<file path="src/rtl/apd_pkg.sv">
// ----------------------------------------------------------------------------
// apd_pkg
// Shared widths, event codes, register indexes and types for the absolute
// pointer event decoder.
// ----------------------------------------------------------------------------
package apd_pkg;

    localparam int TYPE_W   = 16;
    localparam int CODE_W   = 16;
    localparam int VALUE_W  = 32;
    localparam int SCREEN_W = 14;
    localparam int AMAX_W   = 16;
    localparam int POS_W    = 14;
    localparam int MASK_W   = 6;
    localparam int PROD_W   = AMAX_W + SCREEN_W;
    localparam int STEP_W   = $clog2(POS_W);
    localparam int CFG_IDX_W  = 8;
    localparam int CFG_DATA_W = 16;

    localparam logic [TYPE_W-1:0] EV_SYNC = 16'h0000;
    localparam logic [TYPE_W-1:0] EV_KEY  = 16'h0001;
    localparam logic [TYPE_W-1:0] EV_ABS  = 16'h0003;

    localparam logic [CODE_W-1:0] ABS_X = 16'h0000;
    localparam logic [CODE_W-1:0] ABS_Y = 16'h0001;

    localparam logic [CODE_W-1:0] KEY_LEFT        = 16'h0110;
    localparam logic [CODE_W-1:0] KEY_RIGHT       = 16'h0111;
    localparam logic [CODE_W-1:0] KEY_MIDDLE      = 16'h0112;
    localparam logic [CODE_W-1:0] KEY_SCROLL_DOWN = 16'h0150;
    localparam logic [CODE_W-1:0] KEY_SCROLL_UP   = 16'h0151;

    localparam int MASK_BIT_LEFT        = 0;
    localparam int MASK_BIT_RIGHT       = 1;
    localparam int MASK_BIT_MIDDLE      = 2;
    localparam int MASK_BIT_UNUSED      = 3;
    localparam int MASK_BIT_SCROLL_UP   = 4;
    localparam int MASK_BIT_SCROLL_DOWN = 5;

    localparam logic [CFG_IDX_W-1:0] REG_SCREEN_WIDTH  = 8'd0;
    localparam logic [CFG_IDX_W-1:0] REG_SCREEN_HEIGHT = 8'd1;
    localparam logic [CFG_IDX_W-1:0] REG_AXIS_MAX_X    = 8'd2;
    localparam logic [CFG_IDX_W-1:0] REG_AXIS_MAX_Y    = 8'd3;

    localparam logic [SCREEN_W-1:0] RST_SCREEN_WIDTH  = 14'd1024;
    localparam logic [SCREEN_W-1:0] RST_SCREEN_HEIGHT = 14'd768;
    localparam logic [AMAX_W-1:0]   RST_AXIS_MAX      = 16'd32767;

    typedef enum logic [0:0] {
        ST_IDLE,
        ST_SCALE
    } apd_state_t;

    typedef enum logic [1:0] {
        SC_IDLE,
        SC_MUL,
        SC_DIV,
        SC_DONE
    } apd_scale_phase_t;

    typedef struct packed {
        logic                start;
        logic [AMAX_W-1:0]   value;
        logic [SCREEN_W-1:0] screen;
        logic [AMAX_W-1:0]   amax;
    } apd_scale_req_t;

    typedef struct packed {
        logic             done;
        logic [POS_W-1:0] quotient;
    } apd_scale_rsp_t;

endpackage

</file>
<file path="src/rtl/apd_scaler.sv">
// ----------------------------------------------------------------------------
// apd_scaler
// Bit-serial value * screen / amax: shift-add multiply over the screen bits,
// then restoring division producing one quotient bit per cycle.
// ----------------------------------------------------------------------------
module apd_scaler
    import apd_pkg::*;
(
    input  logic           clk,
    input  logic           rst_n,
    input  apd_scale_req_t req,
    output apd_scale_rsp_t rsp
);

    apd_scale_phase_t    phase_reg, phase_next;
    logic [STEP_W-1:0]   cnt_reg, cnt_next;
    logic [AMAX_W-1:0]   val_reg, val_next;
    logic [SCREEN_W-1:0] scr_reg, scr_next;
    logic [AMAX_W-1:0]   div_reg, div_next;
    logic [PROD_W-1:0]   prod_reg, prod_next;
    logic [POS_W-1:0]    q_reg, q_next;

    logic [AMAX_W:0]     trial;
    logic                ge;
    logic [AMAX_W:0]     rem_new;

    localparam logic [STEP_W-1:0] LAST_STEP = STEP_W'(POS_W - 1);

    // upper part of the product is the running remainder, lower part the
    // dividend bits still to be brought down
    assign trial   = {prod_reg[PROD_W-1 -: AMAX_W], prod_reg[POS_W-1]};
    assign ge      = (trial >= {1'b0, div_reg});
    assign rem_new = ge ? (trial - {1'b0, div_reg}) : trial;

    always_ff @(posedge clk or negedge rst_n)
    begin
        if (!rst_n)
        begin
            phase_reg <= SC_IDLE;
            cnt_reg   <= '0;
        end
        else
        begin
            phase_reg <= phase_next;
            cnt_reg   <= cnt_next;
        end
    end

    always_ff @(posedge clk)
    begin
        val_reg  <= val_next;
        scr_reg  <= scr_next;
        div_reg  <= div_next;
        prod_reg <= prod_next;
        q_reg    <= q_next;
    end

    always_comb
    begin
        phase_next = phase_reg;
        cnt_next   = cnt_reg;
        val_next   = val_reg;
        scr_next   = scr_reg;
        div_next   = div_reg;
        prod_next  = prod_reg;
        q_next     = q_reg;
        case (phase_reg)
            SC_IDLE:
            begin
                if (req.start)
                begin
                    val_next   = req.value;
                    scr_next   = req.screen;
                    div_next   = req.amax;
                    prod_next  = '0;
                    cnt_next   = '0;
                    phase_next = SC_MUL;
                end
            end
            SC_MUL:
            begin
                prod_next = {prod_reg[PROD_W-2:0], 1'b0}
                          + (scr_reg[SCREEN_W-1] ? PROD_W'(val_reg) : '0);
                scr_next  = {scr_reg[SCREEN_W-2:0], 1'b0};
                if (cnt_reg == LAST_STEP)
                begin
                    cnt_next   = '0;
                    phase_next = SC_DIV;
                end
                else
                begin
                    cnt_next = cnt_reg + 1'b1;
                end
            end
            SC_DIV:
            begin
                prod_next = {rem_new[AMAX_W-1:0], prod_reg[POS_W-2:0], 1'b0};
                q_next    = {q_reg[POS_W-2:0], ge};
                if (cnt_reg == LAST_STEP)
                begin
                    cnt_next   = '0;
                    phase_next = SC_DONE;
                end
                else
                begin
                    cnt_next = cnt_reg + 1'b1;
                end
            end
            SC_DONE:
            begin
                phase_next = SC_IDLE;
            end
            default:
            begin
                phase_next = SC_IDLE;
            end
        endcase
    end

    assign rsp.done     = (phase_reg == SC_DONE);
    assign rsp.quotient = q_reg;

endmodule

</file>
<file path="config.mk">
export PLATFORM = sky130hd
export DESIGN_NAME = apd_scaler
export DESIGN_NICKNAME = d
export VERILOG_FILES = /design/src/rtl/apd_pkg.sv /design/src/rtl/apd_scaler.sv
export SDC_FILE = /design/constraint.sdc
export NUM_CORES = 1
export LEC_CHECK = 0
export BUFFER_PORTS_ARGS = -buffer_cell sky130_fd_sc_hd__buf_2
export CORE_UTILIZATION = 59
export CTS_CLUSTER_SIZE = 40
export DETAILED_ROUTE_END_ITERATION = 12
export PLACE_DENSITY = 0.86
export SLEW_MARGIN = 20
export SYNTH_ARGS = -nofsm -noshare
export SYNTH_HDL_FRONTEND = slang
export SYNTH_SLANG_ARGS = --single-unit
</file>
<file path="constraint.sdc">
create_clock -name clk -period 3.2 [get_ports clk]
set_input_delay 0.48 -clock clk [delete_from_list [all_inputs] [get_ports clk]]
set_output_delay 0.48 -clock clk [all_outputs]
set_load 0.02 [all_outputs]
</file>
==> impl_metrics.tcl, run 1 <==
set metrics [dict create \
    status "finished clean" \
    syn_area_mm2 0.00560 \
    antenna_found_initial 0 \
    hold_viol 0 \
    area_growth_syn_to_layout_pct 13.1 \
    antenna_cells 0 \
    initial_core_util_pct 60.6 \
    drv_slew 0 \
    max_freq_mhz 337 \
    yosysWarnings 0 \
    clk_latency_ns 0.37 \
    setup_tns_ns 0 \
    synth.top_cells.by_count "edfxtp_1 (90), ha_1 (37), nand2_1 (33), inv_1 (32), o21ai_0 (28)" \
    clockPowerShare_pct 12.1 \
    maxSlewHeadroom_pct 55.8 \
    port_buffers 63 \
    routed_via_density 5.96 \
    die_h_um 99.5 \
    hold_depth 1 \
    ir_worst_vdd_uv 976 \
    final.setup.worst_slack_ns 0.231 \
    crit_path_end_kind "register" \
    cpMaxStageDelayCell "edfxtp_1" \
    nFillCells 665 \
    dp_slack_ns 0.223 \
    r2r-end "prod_reg[28]" \
    final_util_pct 68.6 \
    largest_register_ffs 30 \
    setup.worst_path.start_class "register" \
    ys_top_cells_by_area "edfxtp_1 (48%), ha_1 (8.3%), dfrtp_1 (2.7%)" \
    combPwrFrac_pct 52.6 \
    first_global_vias 4126 \
    globalplace.congestion 0.845 \
    worstHoldStart "req[30]" \
    htreeDepth 3 \
    row_count 35 \
    synth_ff_type "edfxtp_1" \
    cts_tree "done" \
    hold_path_class "input pin to register" \
    cts_made_buffers 9 \
    worstRegToRegCells 10 \
    yosysSeqAreaShare_pct 50.9 \
    synth_top_area_share_pct 48.2 \
    fin_skew_ns 0.0166 \
    drc 0 \
    syn_inst 490 \
    fin_nets 653 \
    power.internal_w 0.00394 \
    crit_buf_inv 1 \
    die_w_um 99.5 \
    drv_cap 0 \
    postPlaceCellArea_mm2 0.00611 \
    hpwl_mm 8.16 \
    holdWs_ns 0.276 \
    crit_family "compound AO/OA/AOI/OAI gates" \
    cts-root-buf "clkbuf_8" \
    cp_data_required_time_ns 3.32 \
    switchingPower_w 0.00299 \
    route.antenna.remaining_nets 0 \
    drive_above_1_share_pct 21.2 \
    synthArstFlopShare_pct 6.25 \
    cts_sinks 96 \
    syn_nets 578 \
    avgSynthCellArea_um2 11.4 \
    clk_pin_slew_worst_paths_ns 0.11 \
    grt_pass1_wl_mm 18.7 \
    core-area_mm2 0.00924 \
    grt.total_usage_pct 24.0 \
    ys_ff_latch 96 \
    gr-total-overflow 0 \
    yosysMostFrequentCell "edfxtp_1" \
    first_iter_violations 367 \
    path_max_fanout 13 \
    wl_per_cell_um 16.2 \
    fin_area_mm2 0.00634 \
    p_per_area_mw_per_mm2 1090 \
    netSwitchingFraction_pct 43.2 \
    io_pins 64 \
    cts_max_path_buffers 2 \
    ys_types 63 \
    rsz0062_at_grt "no" \
    wl_mm 11.4 \
    hold_end "val_reg[0]" \
    tightest_slew_ns 0.659 \
    max_stage_delay_ns 0.43 \
    dieArea_mm2 0.00989 \
    synth-edff-count 90 \
    period_share_pct 92.8 \
    cp_cell_sequence "buf_4 -> and2_1 -> ha_1 -> a21oi_1 -> a2bb2oi_1 -> o211ai_2 -> a41oi_2 -> nor2_1 -> a32o_1 -> a211o_1" \
    reg2reg_from "scr_reg[13]" \
    vias 4167 \
    sequentialPowerShare_pct 35.3 \
    synth.largest_area_cell "edfxtp_1" \
    min_period_ns 2.97 \
    setup-violations-final 0 \
    grt_max_degree 33 \
    drt_first_pass_iters 6 \
    r2r_slack_ns 0.23 \
    critPathArrivalTime_ns 3.09 \
    cellLeakagePower_nw 2.61 \
    worstSetupPathType "register to register" \
]
[per-stage QoR]
step | std cells | total power [W]
after floorplan | 490 | 0.00514
after global placement | 682 | 0.00586
after detailed placement | 682 | 0.00604
after CTS | 699 | 0.00690
after global routing | 699 | 0.00741
final | 699 | 0.00693
[cells by family after synthesis]
family,Yosys count,synth area share (%)
AOI/OAI and AO/OA,129,16.6
adders and majority gates,39,8.98
muxes,18,3.51
DFF,96,50.9
and+or+nand+nor,138,12.8
xor gates and xnor gates,27,4.22
buffers and inverters,43,3.01
[timing repair]
| item | in CTS | in global routing |
|---|---|---|
| setup buffers | 0 | 0 |
| endpoints found under the setup margin | 0 | 2 |
| gates resized for setup | 0 | 1 |
| hold endpoints to repair | 6 | 0 |
| hold buffers | 1 | 0 |
[cell type report]
type / instances / area (µm²) / share of cell area (%)
sequential: 96 / 2850 / 45.0
multi-input combinational: 351 / 2590 / 40.9
timing repair buffer: 74 / 400 / 6.32
tap: 129 / 161 / 2.55
clock buffer: 9 / 124 / 1.95
inverter: 33 / 124 / 1.95
clock inverter: 7 / 83.8 / 1.32
[layer usage]
layer  up-vias  share of wire [%]  GRT usage (%)
li1       2006                  -              -
met1      2001                 44           31.7
met2       145                 48           39.6
met3        15                6.3           4.01
met4         0                1.3           10.2
met5         -                  0              0
[worst reg2reg max path, delay by kind of cell (launching register included)]
family	cells	cell delay, ns
AOI/OAI and AO/OA	6	1.53
adders and majority gates	1	0.27
buffers and inverters	1	0.20
DFF	1	0.43
and+or+nand+nor	2	0.30
[worst max path at each step]
stage | from | endpoint | slack (ns) | depth (start not counted)
floorplan | scr_reg[13] | prod_reg[29] | 0.44 | 10
global placement | scr_reg[13] | prod_reg[29] | 0.31 | 10
detailed placement | scr_reg[13] | prod_reg[19] | 0.22 | 10
CTS | scr_reg[13] | prod_reg[19] | 0.20 | 10
global route | scr_reg[13] | prod_reg[19] | 0.08 | 10
finish | scr_reg[13] | prod_reg[28] | 0.23 | 10
[power by group through the flow]
stage	sequential, W	combinational (W)	clock (W)
final	0.00245	0.00364	0.000837
after global placement	0.00243	0.00343	0
after CTS	0.00244	0.00361	0.000855
after detailed placement	0.00246	0.00358	0
after global routing	0.00250	0.00403	0.000885
after floorplan	0.00245	0.00268	0
[cells in the final DEF (no fill, tap or decap), types with 3 or more instances in the layout]
cell / synthesis / routed
a211oi_1: 3 / 3
a21o_1: 14 / 14
a21oi_1: 25 / 25
a221o_1: 3 / 3
a22o_1: 4 / 4
a31oi_1: 5 / 5
a32o_1: 3 / 3
and2_1: 19 / 19
and3_1: 7 / 7
and4_1: 3 / 3
buf_2: 0 / 63
buf_4: 0 / 10
clkbuf_8: 0 / 9
dfrtp_1: 6 / 6
edfxtp_1: 90 / 90
ha_1: 37 / 37
inv_1: 32 / 32
inv_6: 0 / 3
mux2_2: 13 / 13
mux2i_1: 5 / 5
nand2_1: 33 / 33
nand3_1: 19 / 19
nand4_1: 4 / 4
nor2_1: 23 / 23
nor2b_1: 6 / 6
nor3_1: 6 / 6
o211ai_1: 5 / 5
o21a_1: 5 / 5
o21ai_0: 28 / 27
o22ai_1: 6 / 6
o31a_1: 3 / 3
o31ai_1: 3 / 3
or2_2: 3 / 3
or3_1: 3 / 3
xnor2_1: 15 / 15
xor2_1: 12 / 12
(Power assumes the default switching activity.)
==> inputs of run 2 (changes only) <==
- CORE_MARGIN: default -> 3
- PLACE_DENSITY: 0.86 -> 0.8
==> impl_metrics.tcl, run 2 (synthesized netlist as in run 1, its figures left out) <==
set metrics [dict create \
    routed_via_density 5.94 \
    initial_core_util_pct 62.4 \
    max_freq_mhz 332 \
    gr-total-overflow 0 \
    first_global_vias 3963 \
    cp_data_required_time_ns 3.32 \
    path_max_fanout 14 \
    rsz0062_at_grt "no" \
    htreeDepth 3 \
    fin_nets 653 \
    period_share_pct 94.1 \
    netSwitchingFraction_pct 42.7 \
    drv_cap 0 \
    antenna_cells 0 \
    die_h_um 103 \
    largest_register_ffs 30 \
    cp_cell_sequence "buf_4 -> and2_1 -> ha_1 -> a21o_1 -> a221oi_2 -> o211ai_2 -> a41oi_2 -> nor2_1 -> a32o_1 -> a211o_1" \
    wl_mm 11.4 \
    final.setup.worst_slack_ns 0.188 \
    maxSlewHeadroom_pct 54.9 \
    worstSetupPathType "register to register" \
    worstRegToRegCells 10 \
    grt.total_usage_pct 22.3 \
    wl_per_cell_um 16.4 \
    ir_worst_vdd_uv 759 \
    clockPowerShare_pct 11.7 \
    final_cell_mix "edfxtp_1 (90), buf_2 (63), ha_1 (37)" \
    hold_path_class "input pin to register" \
    globalplace.congestion 0.868 \
    core-area_mm2 0.00898 \
    drive_above_1_share_pct 20.9 \
    hpwl_mm 8.38 \
    cts_sinks 96 \
    hold_depth 1 \
    dp_slack_ns 0.217 \
    critPathArrivalTime_ns 3.14 \
    setup-violations-final 0 \
    drt_first_pass_iters 5 \
    p_per_area_mw_per_mm2 1090 \
    final_util_pct 70.4 \
    r2r_slack_ns 0.19 \
    max_stage_delay_ns 0.40 \
    drc 0 \
    cts_made_buffers 9 \
    crit_path_end_kind "register" \
    cts_setup_buffers 0 \
    hold_end "div_reg[8]" \
    grt_pass1_wl_mm 18.4 \
    port_buffers 63 \
    vias 4137 \
    cts_tree "done" \
    dieArea_mm2 0.0107 \
    cpMaxStageDelayCell "edfxtp_1" \
    worstSetupStartpoint "scr_reg[13]" \
    cts_max_path_buffers 2 \
    switchingPower_w 0.00293 \
    setup.worst_path.start_class "register" \
    status "finished clean" \
    reg2reg_from "scr_reg[13]" \
    cts-root-buf "clkbuf_8" \
    fin_skew_ns 0.0115 \
    clk_pin_slew_worst_paths_ns 0.10 \
    die_w_um 103 \
    min_period_ns 3.01 \
    r2r-end "prod_reg[28]" \
    grt_max_degree 31 \
    hold_viol 0 \
    dp_cells 679 \
    sequentialPowerShare_pct 35.5 \
    layout_commonest_cell "edfxtp_1" \
    io_pins 64 \
    area_growth_syn_to_layout_pct 12.8 \
    combPwrFrac_pct 52.8 \
    first_iter_violations 308 \
    clk_latency_ns 0.37 \
    drv_slew 0 \
    worstHoldStart "req[8]" \
    tightest_slew_ns 0.675 \
    cellLeakagePower_nw 2.60 \
    setup_tns_ns 0 \
    fin_cells 696 \
    row_count 34 \
    power.internal_w 0.00394 \
    antenna_found_initial 0 \
    route.antenna.remaining_nets 0 \
]
==> run 2: routing by layer <==
layer / track usage, % / wire length, µm
met4: 6.87 / 207
met1: 29.5 / 4890
met5: 0 / 0
met3: 6.84 / 823
met2: 35.3 / 5460
==> run 2: final cells by class <==
cell class / instances / area (µm²)
sequential: 96 / 2850
fill: 649 / 2650
multi-input combinational: 351 / 2580
timing repair buffer: 74 / 413
tap: 126 / 158
clock buffer: 10 / 128
inverter: 33 / 124
clock inverter: 6 / 66.3
==> run 2: how the worst max path moves through the flow <==
stage,cells past startpoint,endpoint,slack (ns)
after CTS,10,prod_reg[29],0.20
after floorplan,10,prod_reg[29],0.44
final,10,prod_reg[28],0.19
after global placement,10,prod_reg[29],0.30
after detailed placement,10,prod_reg[29],0.22
after global routing,10,prod_reg[28],0.06
==> run 2: what timing repair did <==
item                                   CTS  global route
hold buffers                             1             0
endpoints found under the hold margin    6             0
resized for setup                        0             0
==> run 2: power by group through the flow <==
stage,Clock (W),Sequential [W],Combinational (W)
final,0.000804,0.00244,0.00362
after global placement,0,0.00243,0.00346
after global routing,0.000870,0.00250,0.00402
after floorplan,0,0.00245,0.00268
after CTS,0.000824,0.00244,0.00361
after detailed placement,0,0.00246,0.00358
==> run 2: critical path: cells and delay by family (launching register included) <==
kind	cells	cell delay [ns]
AO/OA/AOI/OAI	6	1.51
adder cells (fa/ha/maj)	1	0.34
buffers and inverters	1	0.19
flip-flops	1	0.40
AND/OR/NAND/NOR	2	0.33
==> run 2: metrics by stage <==
stage	total power, W	hold slack, ns	area [µm²]
final	0.00687	0.273	6320
after global routing	0.00738	0.249	6320
after CTS	0.00687	0.255	6320
after detailed placement	0.00604	0.307	6120
after global placement	0.00589	0.305	6120
after floorplan	0.00514	0.184	5600
